[config.mk]
export PLATFORM = sky130hd
export DESIGN_NAME = doubling_divider_gcd_unit_top_flat
export DESIGN_NICKNAME = d
export VERILOG_FILES = /design/src/sv/dgcd_pkg.sv /design/src/sv/dgcd_ifs.sv /design/src/sv/dgcd_div.sv /design/src/sv/doubling_divider_gcd_unit_top.sv /design/src/flat_wrapper.sv
export SDC_FILE = /design/constraint.sdc
export NUM_CORES = 1
export LEC_CHECK = 0
export ABC_AREA = 1
export BUFFER_PORTS_ARGS = -buffer_cell sky130_fd_sc_hd__buf_4
export CAP_MARGIN = 20
export CORE_UTILIZATION = 35
export CTS_CLUSTER_DIAMETER = 100
export DETAILED_ROUTE_END_ITERATION = 7
export PLACE_DENSITY = 0.48
export SLEW_MARGIN = 30
export SYNTH_ARGS = -nofsm -noshare
export SYNTH_HDL_FRONTEND = slang
export SYNTH_HIERARCHICAL = 1
export SYNTH_SLANG_ARGS = --single-unit
[constraint.sdc]
create_clock -name clk -period 8.27 [get_ports clk]
set_input_delay 0.4135 -clock clk [delete_from_list [all_inputs] [get_ports clk]]
set_output_delay 0.4135 -clock clk [all_outputs]
set_load 0.01 [all_outputs]
[src/sv/dgcd_pkg.sv]
package dgcd_pkg;

    // Operation select codes on the func field.
    localparam logic FUNC_DIV = 1'b0;
    localparam logic FUNC_GCD = 1'b1;

    // Handshake between the controller and the serial divider.
    typedef struct packed {
        logic start;
        logic done;
    } div_ctl_t;

endpackage

[src/sv/dgcd_ifs.sv]
interface dgcd_req_if #(
    parameter int WIDTH = 32
) ();
    logic             valid;
    logic             ready;
    logic             func;
    logic [WIDTH-1:0] operand_a;
    logic [WIDTH-1:0] operand_b;

    modport source (output valid, func, operand_a, operand_b, input ready);
    modport sink   (input valid, func, operand_a, operand_b, output ready);
endinterface

interface dgcd_rsp_if #(
    parameter int WIDTH = 32
) ();
    logic             valid;
    logic             ready;
    logic [WIDTH-1:0] quotient;
    logic [WIDTH-1:0] value;
    logic             div_zero;

    modport source (output valid, quotient, value, div_zero, input ready);
    modport sink   (input valid, quotient, value, div_zero, output ready);
endinterface

[src/sv/dgcd_div.sv]
module dgcd_div
    import dgcd_pkg::*;
#(
    parameter int WIDTH = 32
) (
    input  logic             clk,
    input  logic             rst_n,
    input  logic             start,
    input  logic [WIDTH-1:0] dividend,
    input  logic [WIDTH-1:0] divisor,
    output div_ctl_t         ctl,
    output logic [WIDTH-1:0] quotient,
    output logic [WIDTH-1:0] remainder
);

    localparam int CNT_W  = $clog2(WIDTH + 1);
    localparam int ITER_W = $clog2(WIDTH);

    localparam logic [1:0] S_IDLE  = 2'd0;
    localparam logic [1:0] S_SHIFT = 2'd1;
    localparam logic [1:0] S_SUB   = 2'd2;

    logic [1:0]        state_reg, state_next;
    logic [CNT_W-1:0]  cnt_reg, cnt_next;
    logic [ITER_W-1:0] iter_reg, iter_next;
    logic              borrow_reg, borrow_next;
    logic              done_reg, done_next;
    logic [WIDTH-1:0]  aq_reg, aq_next;
    logic [WIDTH:0]    rem_reg, rem_next;
    logic [WIDTH:0]    dsr_reg, dsr_next;
    logic [WIDTH:0]    diff_reg, diff_next;

    logic              diff_bit;
    logic              borrow_out;
    logic [WIDTH:0]    rem_rot;

    // One-bit subtractor working on the low bits of the rotating registers.
    assign diff_bit   = rem_reg[0] ^ dsr_reg[0] ^ borrow_reg;
    assign borrow_out = (~rem_reg[0] & dsr_reg[0])
                      | (~(rem_reg[0] ^ dsr_reg[0]) & borrow_reg);
    assign rem_rot    = {rem_reg[0], rem_reg[WIDTH:1]};

    always_comb
    begin
        state_next  = state_reg;
        cnt_next    = cnt_reg;
        iter_next   = iter_reg;
        borrow_next = borrow_reg;
        done_next   = 1'b0;
        aq_next     = aq_reg;
        rem_next    = rem_reg;
        dsr_next    = dsr_reg;
        diff_next   = diff_reg;
        case (state_reg)
            S_IDLE:
            begin
                if (start)
                begin
                    aq_next    = dividend;
                    dsr_next   = {1'b0, divisor};
                    rem_next   = '0;
                    iter_next  = '0;
                    state_next = S_SHIFT;
                end
            end
            S_SHIFT:
            begin
                rem_next    = {rem_reg[WIDTH-1:0], aq_reg[WIDTH-1]};
                aq_next     = {aq_reg[WIDTH-2:0], 1'b0};
                cnt_next    = '0;
                borrow_next = 1'b0;
                state_next  = S_SUB;
            end
            S_SUB:
            begin
                rem_next    = rem_rot;
                dsr_next    = {dsr_reg[0], dsr_reg[WIDTH:1]};
                diff_next   = {diff_bit, diff_reg[WIDTH:1]};
                borrow_next = borrow_out;
                cnt_next    = cnt_reg + CNT_W'(1);
                if (cnt_reg == CNT_W'(WIDTH))
                begin
                    // The full word has passed: keep the difference if no borrow came out.
                    if (!borrow_out)
                    begin
                        rem_next = {diff_bit, diff_reg[WIDTH:1]};
                    end
                    aq_next[0] = ~borrow_out;
                    if (iter_reg == ITER_W'(WIDTH - 1))
                    begin
                        done_next  = 1'b1;
                        state_next = S_IDLE;
                    end
                    else
                    begin
                        iter_next  = iter_reg + ITER_W'(1);
                        state_next = S_SHIFT;
                    end
                end
            end
            default:
            begin
                state_next = S_IDLE;
            end
        endcase
    end

    always_ff @(posedge clk or negedge rst_n)
    begin
        if (!rst_n)
        begin
            state_reg <= S_IDLE;
            done_reg  <= 1'b0;
        end
        else
        begin
            state_reg <= state_next;
            done_reg  <= done_next;
        end
    end

    always_ff @(posedge clk)
    begin
        cnt_reg    <= cnt_next;
        iter_reg   <= iter_next;
        borrow_reg <= borrow_next;
        aq_reg     <= aq_next;
        rem_reg    <= rem_next;
        dsr_reg    <= dsr_next;
        diff_reg   <= diff_next;
    end

    assign ctl.start = start;
    assign ctl.done  = done_reg;
    assign quotient  = aq_reg;
    assign remainder = rem_reg[WIDTH-1:0];

endmodule

[src/sv/doubling_divider_gcd_unit_top.sv]
// Channel   Modport  Transfer when        Payload
// req       sink     valid && ready       func, operand_a, operand_b
// rsp       source   valid && ready       quotient, value, div_zero
//
// One division takes WIDTH iterations of the bit-serial subtractor, each a shift
// state followed by a serial subtract pass over the word.
// A gcd runs one such division per Euclid step; a zero divisor skips the divider.
// The divider is the serial subtract loop in dgcd_div. One item is in work at a time.
// Reset clears the control state only. A finished result waits in the output
// register while the next item is accepted and worked on.
module doubling_divider_gcd_unit_top
    import dgcd_pkg::*;
#(
    parameter int WIDTH = 32
) (
    input logic       clk,
    input logic       rst_n,
    dgcd_req_if.sink  req,
    dgcd_rsp_if.source rsp
);

    localparam logic [1:0] T_IDLE  = 2'd0;
    localparam logic [1:0] T_CHECK = 2'd1;
    localparam logic [1:0] T_RUN   = 2'd2;
    localparam logic [1:0] T_OUT   = 2'd3;

    logic [1:0]       state_reg, state_next;
    logic             func_reg, func_next;
    logic [WIDTH-1:0] a_reg, a_next;
    logic [WIDTH-1:0] b_reg, b_next;
    logic [WIDTH-1:0] q_reg, q_next;
    logic             dz_reg, dz_next;
    logic             out_valid_reg, out_valid_next;
    logic [WIDTH-1:0] out_q_reg, out_q_next;
    logic [WIDTH-1:0] out_v_reg, out_v_next;
    logic             out_dz_reg, out_dz_next;

    logic             div_start;
    div_ctl_t         div_ctl;
    logic [WIDTH-1:0] div_q;
    logic [WIDTH-1:0] div_r;
    logic             slot_free;

    assign slot_free = !out_valid_reg || rsp.ready;
    assign div_start = (state_reg == T_CHECK) && (b_reg != '0);

    dgcd_div #(
        .WIDTH (WIDTH)
    ) u_div (
        .clk       (clk),
        .rst_n     (rst_n),
        .start     (div_start),
        .dividend  (a_reg),
        .divisor   (b_reg),
        .ctl       (div_ctl),
        .quotient  (div_q),
        .remainder (div_r)
    );

    always_comb
    begin
        state_next     = state_reg;
        func_next      = func_reg;
        a_next         = a_reg;
        b_next         = b_reg;
        q_next         = q_reg;
        dz_next        = dz_reg;
        out_valid_next = out_valid_reg;
        out_q_next     = out_q_reg;
        out_v_next     = out_v_reg;
        out_dz_next    = out_dz_reg;
        if (out_valid_reg && rsp.ready)
        begin
            out_valid_next = 1'b0;
        end
        case (state_reg)
            T_IDLE:
            begin
                if (req.valid)
                begin
                    func_next  = req.func;
                    a_next     = req.operand_a;
                    b_next     = req.operand_b;
                    state_next = T_CHECK;
                end
            end
            T_CHECK:
            begin
                // A zero second operand ends a gcd, and is an error for a division.
                if (b_reg == '0)
                begin
                    q_next     = '0;
                    dz_next    = (func_reg == FUNC_DIV);
                    state_next = T_OUT;
                end
                else
                begin
                    state_next = T_RUN;
                end
            end
            T_RUN:
            begin
                if (div_ctl.done)
                begin
                    if (func_reg == FUNC_GCD)
                    begin
                        a_next     = b_reg;
                        b_next     = div_r;
                        state_next = T_CHECK;
                    end
                    else
                    begin
                        a_next     = div_r;
                        q_next     = div_q;
                        dz_next    = 1'b0;
                        state_next = T_OUT;
                    end
                end
            end
            T_OUT:
            begin
                if (slot_free)
                begin
                    out_valid_next = 1'b1;
                    out_q_next     = q_reg;
                    out_v_next     = a_reg;
                    out_dz_next    = dz_reg;
                    state_next     = T_IDLE;
                end
            end
            default:
            begin
                state_next = T_IDLE;
            end
        endcase
    end

    always_ff @(posedge clk or negedge rst_n)
    begin
        if (!rst_n)
        begin
            state_reg     <= T_IDLE;
            out_valid_reg <= 1'b0;
        end
        else
        begin
            state_reg     <= state_next;
            out_valid_reg <= out_valid_next;
        end
    end

    always_ff @(posedge clk)
    begin
        func_reg   <= func_next;
        a_reg      <= a_next;
        b_reg      <= b_next;
        q_reg      <= q_next;
        dz_reg     <= dz_next;
        out_q_reg  <= out_q_next;
        out_v_reg  <= out_v_next;
        out_dz_reg <= out_dz_next;
    end

    assign req.ready    = (state_reg == T_IDLE);
    assign rsp.valid    = out_valid_reg;
    assign rsp.quotient = out_q_reg;
    assign rsp.value    = out_v_reg;
    assign rsp.div_zero = out_dz_reg;

endmodule

[src/flat_wrapper.sv]
// flat-port wrapper written by rule: the top's interface ports become plain ports
module doubling_divider_gcd_unit_top_flat import dgcd_pkg::*;
#(
    parameter int WIDTH = 32
)
  (clk, rst_n, req_valid, req_func, req_operand_a, req_operand_b, req_ready, rsp_valid, rsp_quotient, rsp_value, rsp_div_zero, rsp_ready);
  dgcd_req_if #(.WIDTH(WIDTH)) req_i ();
  dgcd_rsp_if #(.WIDTH(WIDTH)) rsp_i ();
  input logic clk;
  input logic rst_n;
  input wire logic [$bits(req_i.valid)-1:0] req_valid;
  input wire logic [$bits(req_i.func)-1:0] req_func;
  input wire logic [$bits(req_i.operand_a)-1:0] req_operand_a;
  input wire logic [$bits(req_i.operand_b)-1:0] req_operand_b;
  output wire logic [$bits(req_i.ready)-1:0] req_ready;
  output wire logic [$bits(rsp_i.valid)-1:0] rsp_valid;
  output wire logic [$bits(rsp_i.quotient)-1:0] rsp_quotient;
  output wire logic [$bits(rsp_i.value)-1:0] rsp_value;
  output wire logic [$bits(rsp_i.div_zero)-1:0] rsp_div_zero;
  input wire logic [$bits(rsp_i.ready)-1:0] rsp_ready;
  assign req_i.valid = req_valid;
  assign req_i.func = req_func;
  assign req_i.operand_a = req_operand_a;
  assign req_i.operand_b = req_operand_b;
  assign req_ready = req_i.ready;
  assign rsp_valid = rsp_i.valid;
  assign rsp_quotient = rsp_i.quotient;
  assign rsp_value = rsp_i.value;
  assign rsp_div_zero = rsp_i.div_zero;
  assign rsp_i.ready = rsp_ready;
  doubling_divider_gcd_unit_top #(.WIDTH(WIDTH)) u_core (.clk(clk), .rst_n(rst_n), .req(req_i), .rsp(rsp_i));
endmodule
== After elaboration in Yosys (flattened, before gate mapping) ==
Cells that the tools add are included.
W data, S select, Z words.
Operators by class
  $add $sub $neg: 2
  reductions and logical operators: 26
  bitwise operators: 9
  eq/ne operators: 16
  mux-type cells: 48
Operators with widths (number)
  $mux W32: 10
  $pmux W32 S2: 3
  $mux W33: 4
  $pmux W33 S3: 1
  $pmux W33 S2: 1
  $pmux W31 S2: 1
  $logic_not A32 Y1: 1
  $reduce_bool A32 Y1: 1
  $mux W5: 3
  $mux W1: 12
  $mux W2: 6
  $ne A2 B2 Y1 const B: 6
  $pmux W6 S2: 1
  $reduce_and A2 Y1: 6
  $reduce_and A4 Y1: 3
  $pmux W5 S2: 1
  $reduce_bool A2 Y1: 5
  $reduce_and A3 Y1: 3
  $pmux W2 S4: 1
  $add A6 B1 Y6 const B: 1
  $eq A2 B2 Y1 const B: 3
  $eq A6 B6 Y1 const B: 1
  $ne A2 B1 Y1 const B: 3
  $pmux W2 S3: 1
  other kinds (14): 23
Storage, ports and cells
  flip-flop bits (word level): 312

== Longest topological paths before layout ==
Gate-level depths: netlist of run 1.
  depth in word-level cells: 7
  gate-level depth with buffers: 10
  depth with buffers taken out: 10

== Hierarchy ==
The synthesis of run 1 kept the hierarchy.
Modules (own cells, without submodules)
  dgcd_div: instances 1, cells each 789, sequential area each 4339.2 µm², area an instance 7290.7 µm²
  doubling_divider_gcd_unit_top: instances 1, cells each 508, sequential area each 4969.8 µm², area an instance 6580.1 µm²

== Least setup slack after synthesis of run 1 ==
Ideal clock, no wire load.
  path kind: register to register
  from: reg u_core.state_reg[1]
  to: reg u_core.out_dz_reg, in the netlist u_core/rsp.div_zero (enable)
  buffers on the path: 0
  required time: 7.760 ns
  path slack: 4.080 ns
  library setup time: 0.510 ns
  arrival time: 3.680 ns
  cell stages (with the launch flop): 3
  path through: dfrtp_1 nand2_1 a21oi_1
Between the ends
  cells in the longest elaborated chain, start to end: 2
Ends and longest elaborated chain
  from (decl): RTL line doubling_divider_gcd_unit_top.sv:27  | logic [1:0] state_reg, state_next;
  from (signal assigned): RTL line doubling_divider_gcd_unit_top.sv:147  | state_reg <= state_next;
  $eq A2 B2 Y1: RTL line doubling_divider_gcd_unit_top.sv:76  | case (state_reg)
  $reduce_and A2 Y1 (no line)
  to (signal assigned): RTL line doubling_divider_gcd_unit_top.sv:161  | out_dz_reg <= out_dz_next;
  to (decl): RTL line doubling_divider_gcd_unit_top.sv:36  | logic out_dz_reg, out_dz_next;
Every way passes these cells.
A chain may end at the register's enable or synchronous reset.

== Worst setup path after layout of run 1 ==
  from: reg u_core.u_div.state_reg[1]
  to: reg u_core.u_div.aq_reg[13], in the netlist u_core/u_div/quotient[13] (enable)
Between the ends
  cells in the longest elaborated chain, start to end: 3
Ends and longest elaborated chain
  from (decl): RTL line dgcd_div.sv:23  | logic [1:0] state_reg, state_next;
  from (signal assigned): RTL line dgcd_div.sv:117  | state_reg <= state_next;
  $eq A2 B1 Y1 or $logic_not A2 Y1 (tied branches): RTL line dgcd_div.sv:54  | case (state_reg)
  $reduce_bool A2 Y1 (no line) or $ne A2 B1 Y1 (tied branches)
  $reduce_and A2 Y1 (no line) *
  to (signal assigned): RTL line dgcd_div.sv:127  | aq_reg <= aq_next;
  to (decl): RTL line dgcd_div.sv:28  | logic [WIDTH-1:0] aq_reg, aq_next;
Mark *: on every way between the ends. The rest lies on a longest branch, timed or not.

==> results of run 1 <==
-- metal layers --
metal / global-route usage / up-vias / part of all wire
met5: 0 / - / 0
met2: 0.2334 / 179 / 0.45
met4: 0.04471 / 0 / 0.020
li1: - / 4400 / -
met3: 0.02744 / 41 / 0.045
met1: 0.2155 / 4072 / 0.49
-- placed cells by master, fill, tap and decap left out, types with 7 or more instances in the layout --
master,count
nand2_1,543
edfxtp_1,305
buf_4,145
inv_1,91
nor2_1,79
o21ai_0,58
clkbuf_16,37
mux2i_1,30
a21oi_2,28
o21ai_1,13
clkbuf_1,9
nand3_1,7
a21oi_1,7
ha_1,7
-- final timing paths --
kind	start	slack [ns]	end	cells past startpoint
setup / recovery	u_core/u_div/state_reg[1]	5.37	u_core/u_div/quotient[13]	6
hold / removal	req_func	0.07	u_core/func_reg	1
setup reg to reg	u_core/u_div/state_reg[1]	5.37	u_core/u_div/quotient[13]	6
hold reg to reg	u_core/q_reg[17]	0.42	u_core/rsp.quotient[17]	0
max in group asynchronous	rst_n	7.85	u_core/u_div/state_reg[1]	2
min in group asynchronous	rst_n	0.27	u_core/rsp.valid	2
-- area by class of cell --
cell class	count	area, um2
inverters	97	364.1
clock inverters	13	70.07
clock buffers	46	959.7
well taps	518	648.1
multi-input cells	795	3647
repair buffers	151	1191
flip-flops and latches	311	9309
fillers	3783	22640
-- where the power goes --
group	internal, mW	leakage [nW]	switching (mW)
Combinational	0.662	3.14	1.49
Sequential	2.73	2.99	0.390
Clock	0.816	0.497	0.606
Total	4.21	6.62	2.48
-- stage by stage --
stage	hold slack [ns]	area [um2]
after floorplan	0.1179	13860
after global placement	0.2505	15070
after detailed placement	0.2504	15090
after CTS	0.04216	16130
after global routing	0.04583	16190
final	0.06605	16190
==> results.cfg, run 1 <==
[worst_hold_path]
hp-class = input pin to register

[timing]
fin_ws_ns = 5.373
timing.final.max_slew_violations = 0
finalClockSkew_ns = 0.01997
fmax_mhz = 345.2
final.min_clock_period_ns = 2.897
tightest_slew_ns = 0.9273
rsz0062_at_grt = false
max_slew_margin = 0.3811
setup-tns-final_ns = 0
hold_viol_final = 0
fin_crit_sh = 0.3502
finalSetupViolCount = 0

[critical_path]
cp_top_family = buffers and inverters
cp_cell_sequence = inv_1 > ha_2 > buf_4 > inv_2 > a21oi_4 > buf_16
path_buf_inv = 4
cp-start-kind = register
slowest_stage = buf_4
crit_arrival_ns = 3.12
crit_type = register to register
cp.required_ns = 8.50
worst-path-max-fanout = 65
cp_slowest_stage_delay_ns = 0.58
end_kind = register

[floorplan]
dieArea_mm2 = 0.04041
die-width_um = 201.0
core_mm2 = 0.03883
fp.dieH_um = 201.0
io_pins = 136
start_util = 0.3571
rows = 72

[clock_tree]
clkLatencyLatePin_ns = 0.52
post_cts_resized = 0
tritoncts = done
clkTransAtPathRegs_ns = 0.06
post_cts_buffers = 0
clk_path_buf_depth = 3
cts.sinks = 311
cts-htree-levels = 2
cts-buffers-inserted = 36
clock-root-buffer = clkbuf_16
cts-hold-fix-buffers = 1

[placed_design]
dp_hpwl_um = 19550
place_congestion = 0.7400
pre_cts_ws_ns = 5.052
dp.cells = 1869
portBuffers = 135

[finish]
num_antenna_cells = 0
area_delta_synth_final_pct = 16.78
drive_gt1_frac = 0.1734
finalNetCount = 1471
final_cells = 1931
final_core_util = 0.4170

[power_and_ir_drop]
ir_drop_mv = 0.1717
powerDensity_mw_per_mm2 = 413.4
leakagePower_nw = 6.625
power.total_mw = 6.693

[global_route]
grt_pass1_vias = 8412
antenna_found_initial = 0
grt_max_degree = 100
grt-ovfl-total = 0
track_usage = 0.1509
grt_pass1_wl_um = 47720

[drt]
drt.antenna.violating_nets = 0
drc = 0
drtPass1Iterations = 5
drt-vias-per-instance = 4.501
vias = 8692
drtIter0Drc = 490
avgRoutedWirePerCell_um = 15.72
wirelength_um = 30350

[logic_synthesis]
syn_nets = 1375
syn-mean-instance-area_um2 = 10.70
syn_area_mm2 = 0.01386
yosysWarnings = 6
synthCells = 1296

[job]
drv_cap = 0

[status]
status = finished, final reports clean
Note: power is estimated with default switching activity, not from simulation.
==> run 2, diff against run 1 <==
ABC_AREA = 0   (was 1)
PLACE_DENSITY = 0.5   (was 0.48)
clock period = 2.4 ns   (was 8.27 ns; I/O delays follow)
==> run 2 against run 1 <==
Clock power grew to 3.5 times the previous value. Final cell count fell by 19%. Clock skew decreased by 0.0083 ns. First-iteration DRC count shrank 21%. Routed wire length down 7.8%. Synthesized cell count decreased by 32%. Via count is 17% lower. Critical endpoint is now u_core/q_reg[5]. Largest cell class unchanged. Largest power group unchanged.
==> results.cfg, run 2 <==
[placed_design]
dp_hpwl_um = 19120
pre_cts_ws_ns = -0.03078
place_congestion = 0.7678
portBuffers = 135

[worst_hold_path]
holdPathStages = 3
hp-class = input pin to register
min_from = req_operand_a[25]

[timing]
fin_crit_sh = 0.9544
tightest_slew_ns = 0.5544
setup-tns-final_ns = 0
fmax_mhz = 436.6
finalClockSkew_ns = 0.01171
finalSetupViolCount = 0
fin_ws_ns = 0.1095
final.min_clock_period_ns = 2.291
rsz0062_at_grt = false
max_slew_margin = 0.6304
hold_viol_final = 0
timing.final.max_slew_violations = 0

[critical_path]
cp-start-kind = register
r2r-start = u_core/b_reg[28]
path_buf_inv = 2
r2r_cells = 6
worst-path-max-fanout = 33
crit_arrival_ns = 2.50
slowest_stage = or4_4
path_depth = 6
cp_cell_sequence = nor4_2 > nand2_1 > or4_4 > buf_4 > o21ai_4 > buf_12
cp_slowest_stage_delay_ns = 0.55
cp_top_family = simple AND/OR/NAND/NOR gates
cp.required_ns = 2.60
end_kind = register
crit_type = register to register
critical_path.startpoint = u_core/b_reg[28]

[logic_synthesis]
synthCells = 875
yosysWarnings = 6
syn_nets = 954
syn_area_mm2 = 0.01291
syn-mean-instance-area_um2 = 14.76

[clock_tree]
tritoncts = done
clk_path_buf_depth = 3
cts-htree-levels = 2
cts.sinks = 311
clkTransAtPathRegs_ns = 0.06
clock-root-buffer = clkbuf_16
cts-buffers-inserted = 36
clkLatencyLatePin_ns = 0.51

[finish]
num_antenna_cells = 0
final_common_cell = edfxtp_1
finalNetCount = 1152
n_fill_cell = 3217
area_delta_synth_final_pct = 26.48
final_cell_mix = 305 x edfxtp_1, 171 x nand2_1, 157 x buf_4
drive_gt1_frac = 0.2718

[status]
status = finished, final reports clean

[global_route]
grt-ovfl-total = 0
grt_pass1_wl_um = 43480
track_usage = 0.1495
antenna_found_initial = 0
grt_pass1_vias = 7413
grt_max_degree = 61

[drt]
wirelength_um = 27980
avgRoutedWirePerCell_um = 17.92
wl_met3_um = 954
vias = 7204
drt.antenna.violating_nets = 0
drt-vias-per-instance = 4.615
drc = 0
wl_met1_um = 13590
wl_met2_um = 12790
highest_layer = met4
drtPass1Iterations = 4
drtIter0Drc = 386

[power_and_ir_drop]
clkPwrFrac = 0.256
switching_share = 0.3108
p_int_mw = 13.49
ir_drop_mv = 0.6006
p_switching_mw = 6.082
comb_power_share = 0.270
leakagePower_nw = 6.218
powerDensity_mw_per_mm2 = 1198
seqPwrFrac = 0.474

[floorplan]
dieArea_mm2 = 0.03767
fp.dieH_um = 194.1
io_pins = 136
rows = 69
die-width_um = 194.1
core_mm2 = 0.03591
start_util = 0.3596

[job]
drv_cap = 0
-- run 2: tightest hold or removal path, delay by kind of cell --
| family | cells | cell delay (ns) |
|---|---|---|
| compound gates | 1 | 0.16 |
| buf+inv | 1 | 0.07 |
| simple gates | 1 | 0.04 |
-- run 2: final cells by class --
class,instances,area (um2),area share
Tap cell,461,576.8,0.03531
Clock buffer,48,967.2,0.05922
Sequential cell,311,9309,0.5699
Inverter,9,33.78,0.002068
Clock inverter,17,105.1,0.006435
Timing Repair Buffer,236,2090,0.1279
Multi-Input combinational cell,479,3252,0.1991
-- run 2: through the flow --
stage / std cells / utilization / instance area, um2 / hold WS (ns) / total power, mW
after floorplan: 875 / - / 12960 / -0.1756 / 12.69
after global placement: 1428 / 0.4041 / 14510 / -0.05686 / 14.61
after detailed placement: 1428 / 0.4041 / 14510 / -0.05548 / 14.64
after CTS: 1560 / 0.4530 / 16270 / 0.01952 / 19.81
after global routing: 1561 / 0.4548 / 16330 / 0.04308 / 20.70
final: 1561 / 0.4548 / 16330 / 0.03481 / 19.57
-- run 2: path summary, 6_finish.rpt --
check	endpoint	slack, ns
worst max-delay path	u_core/q_reg[5]	0.11
worst min-delay path	u_core/a_reg[25]	0.03
worst max register to register	u_core/q_reg[5]	0.11
worst min register to register	u_core/rsp.quotient[16]	0.42
max in group asynchronous	u_core/u_div/state_reg[1]	1.56
min in group asynchronous	u_core/u_div/done_reg	0.59
-- run 2: timing repair --
item                                   4_1_cts  5_1_grt
gates cloned                                 0        0
hold buffers                                67        0
pin swaps                                    0        5
setup buffers                                0        1
endpoints found under the hold margin       71        0
setup endpoints to repair                   20      122
gates resized for setup                      3        9
-- run 2: power by group through the flow --
stage	Combinational [mW]	Sequential (mW)	Clock, mW
final	5.28	9.27	5.01
after floorplan	3.75	8.94	0
after global placement	5.24	9.37	0
after global routing	5.87	9.46	5.37
after detailed placement	5.26	9.37	0
after CTS	5.37	9.28	5.16
-- run 2: layer usage --
metal,global-route usage,vias up
li1,-,3543
met1,0.2124,3488
met2,0.2335,135
met3,0.02418,38
met4,0.04879,0
met5,0,-
==> run 3, diff against run 2 <==
--- a/constraint.sdc
+++ b/constraint.sdc
@@ -3,2 +3,2 @@
 set_output_delay 0.12 -clock clk [all_outputs]
-set_load 0.01 [all_outputs]
+set_load 0.1 [all_outputs]
==> run 3 against run 2 <==
Fmax shrank 1.8%. Critical path depth grew 1. Via count grew 2.9%. Final area grew 0.81%. Critical endpoint is now u_core/u_div/state_reg[1].
==> results.cfg, run 3 (synthesis results as in run 2) <==
[status]
status = finished, final reports clean

[drt]
wirelength_um = 28410
drt.antenna.violating_nets = 0
vias = 7413
drtPass1Iterations = 5
drt-vias-per-instance = 4.719
avgRoutedWirePerCell_um = 18.09
drc = 0
drtIter0Drc = 496

[floorplan]
start_util = 0.3596
fp.dieH_um = 194.1
dieArea_mm2 = 0.03767
die-width_um = 194.1
rows = 69
core_mm2 = 0.03591
io_pins = 136

[timing]
fin_ws_ns = 0.06804
fmax_mhz = 428.8
fin_crit_sh = 0.9717
final.min_clock_period_ns = 2.332
max_slew_margin = 0.7019
finalClockSkew_ns = 0.02060
tightest_slew_ns = 0.4460
timing.final.max_slew_violations = 0
hold_viol_final = 0
finalSetupViolCount = 0

[clock_tree]
clk_path_buf_depth = 3
cts.sinks = 311
tritoncts = done
clock-root-buffer = clkbuf_16
cts-buffers-inserted = 36
cts-htree-levels = 2
clkLatencyLatePin_ns = 0.52
clkTransAtPathRegs_ns = 0.06

[power_and_ir_drop]
leakagePower_nw = 6.276
comb_power_share = 0.302
clkPwrFrac = 0.253
seqPwrFrac = 0.445
switching_share = 0.3397
powerDensity_mw_per_mm2 = 1262
p_int_mw = 13.72
power.total_mw = 20.78
p_switching_mw = 7.058
ir_drop_mv = 0.6341

[placed_design]
dp.cells = 1437
place_congestion = 0.7679
portBuffers = 135
pre_cts_ws_ns = -0.03300
dp_hpwl_um = 19410

[global_route]
grt-ovfl-total = 0
grt_pass1_wl_um = 43970
track_usage = 0.1511
grt_max_degree = 60
antenna_found_initial = 1
grt_pass1_vias = 7614

[finish]
area_delta_synth_final_pct = 27.51
multi_input_area_mm2 = 0.003237
final_cells = 1571
final_cell_mix = 305 x edfxtp_1, 171 x nand2_1, 166 x buf_4
n_fill_cell = 3200
drive_gt1_frac = 0.2847
final_common_cell = edfxtp_1
finalNetCount = 1162
num_antenna_cells = 0
seq_area_mm2 = 0.009310

[worst_hold_path]
min_from = req_valid
min_to = u_core/func_reg
holdPathStages = 3
hp-class = input pin to register

[critical_path]
r2r_end = u_core/u_div/state_reg[1]
crit_type = register to register
cp.required_ns = 2.79
r2r_cells = 7
worst-path-max-fanout = 3
r2r-start = u_core/b_reg[17]
crit_arrival_ns = 2.73
cp-start-kind = register
end_kind = register
reg2reg_slack_ns = 0.07

[job]
drv_cap = 0
[run 3: changes by cell type in the layout (fill, tap and decap cells not counted), moves of 2 or more]
| cell | delta |
|---|---|
| clkinv_1 | -7 |
| clkinv_2 | +2 |
| clkinvlp_4 | +3 |
| nor4_2 | +2 |
| inv_6 | -2 |
| buf_4 | +9 |
| nor2b_4 | -2 |
[run 3: worst max-delay path, cell delays in order (launching register included)]
cell	delay, ns
edfxtp_1	0.43
nor4_2	0.33
nand2_1	0.10
or4_4	0.56
nor2b_1	0.17
nor2b_2	0.18
o21bai_4	0.15
mux2_4	0.31
[run 3: repair_timing]
item                       in CTS  in global routing
setup buffers                   0                  1
hold endpoints to repair       72                  0
resized for setup               4                  5
setup endpoints to repair      19                 97
pin swaps                       2                  4
hold buffers                   68                  0
[run 3: stage by stage]
| stage | utilization | instance area [um2] | hold WS [ns] | TNS [ns] |
|---|---|---|---|---|
| 2_1_floorplan | - | 12960 | -0.1756 | -0.03672 |
| 3_3_place_gp | 0.4060 | 14580 | -0.05752 | -1.594 |
| 3_5_place_dp | 0.4060 | 14580 | -0.05863 | -0.03300 |
| 6_report | 0.4585 | 16470 | 0.08059 | 0 |
| 5_1_grt | 0.4585 | 16470 | 0.09130 | -0.005620 |
| 4_1_cts | 0.4573 | 16420 | 0.05942 | 0 |
[run 3: how the worst max path moves through the flow]
stage / from / endpoint / slack, ns / cells after the start
floorplan: u_core/state_reg[0] / u_core/u_div/quotient[0] / -0.04 / 6
global placement: u_core/b_reg[25] / u_core/u_div/state_reg[1] / -0.09 / 7
global route: u_core/b_reg[16] / u_core/u_div/state_reg[1] / -0.006 / 7
finish: u_core/b_reg[17] / u_core/u_div/state_reg[1] / 0.07 / 7
CTS: u_core/b_reg[28] / u_core/u_div/state_reg[1] / 0.02 / 7
detailed placement: u_core/b_reg[25] / u_core/u_div/state_reg[1] / -0.03 / 7
[run 3: layer usage]
layer,wire [um],vias to the layer above,global-route usage
met4,915,0,0.05879
li1,-,3558,-
met1,13380,3620,0.2146
met3,1191,60,0.02731
met5,0,-,0
met2,12930,175,0.2295
[run 3: area by class of cell]
type	count	area share
multi-input combinational	479	0.1966
sequential	311	0.5654
clock inverter	16	0.009043
tap	461	0.03503
clock buffer	49	0.06026
inverter	9	0.002052
timing repair buffer	246	0.1316
[run 3: power groups by stage]
stage / clock network (mW) / logic [mW] / registers, mW
after global placement: 0 / 6.20 / 9.35
after detailed placement: 0 / 6.25 / 9.36
after CTS: 5.42 / 6.37 / 9.26
after global routing: 5.60 / 6.85 / 9.45
after floorplan: 0 / 3.81 / 9.79
final: 5.25 / 6.28 / 9.25
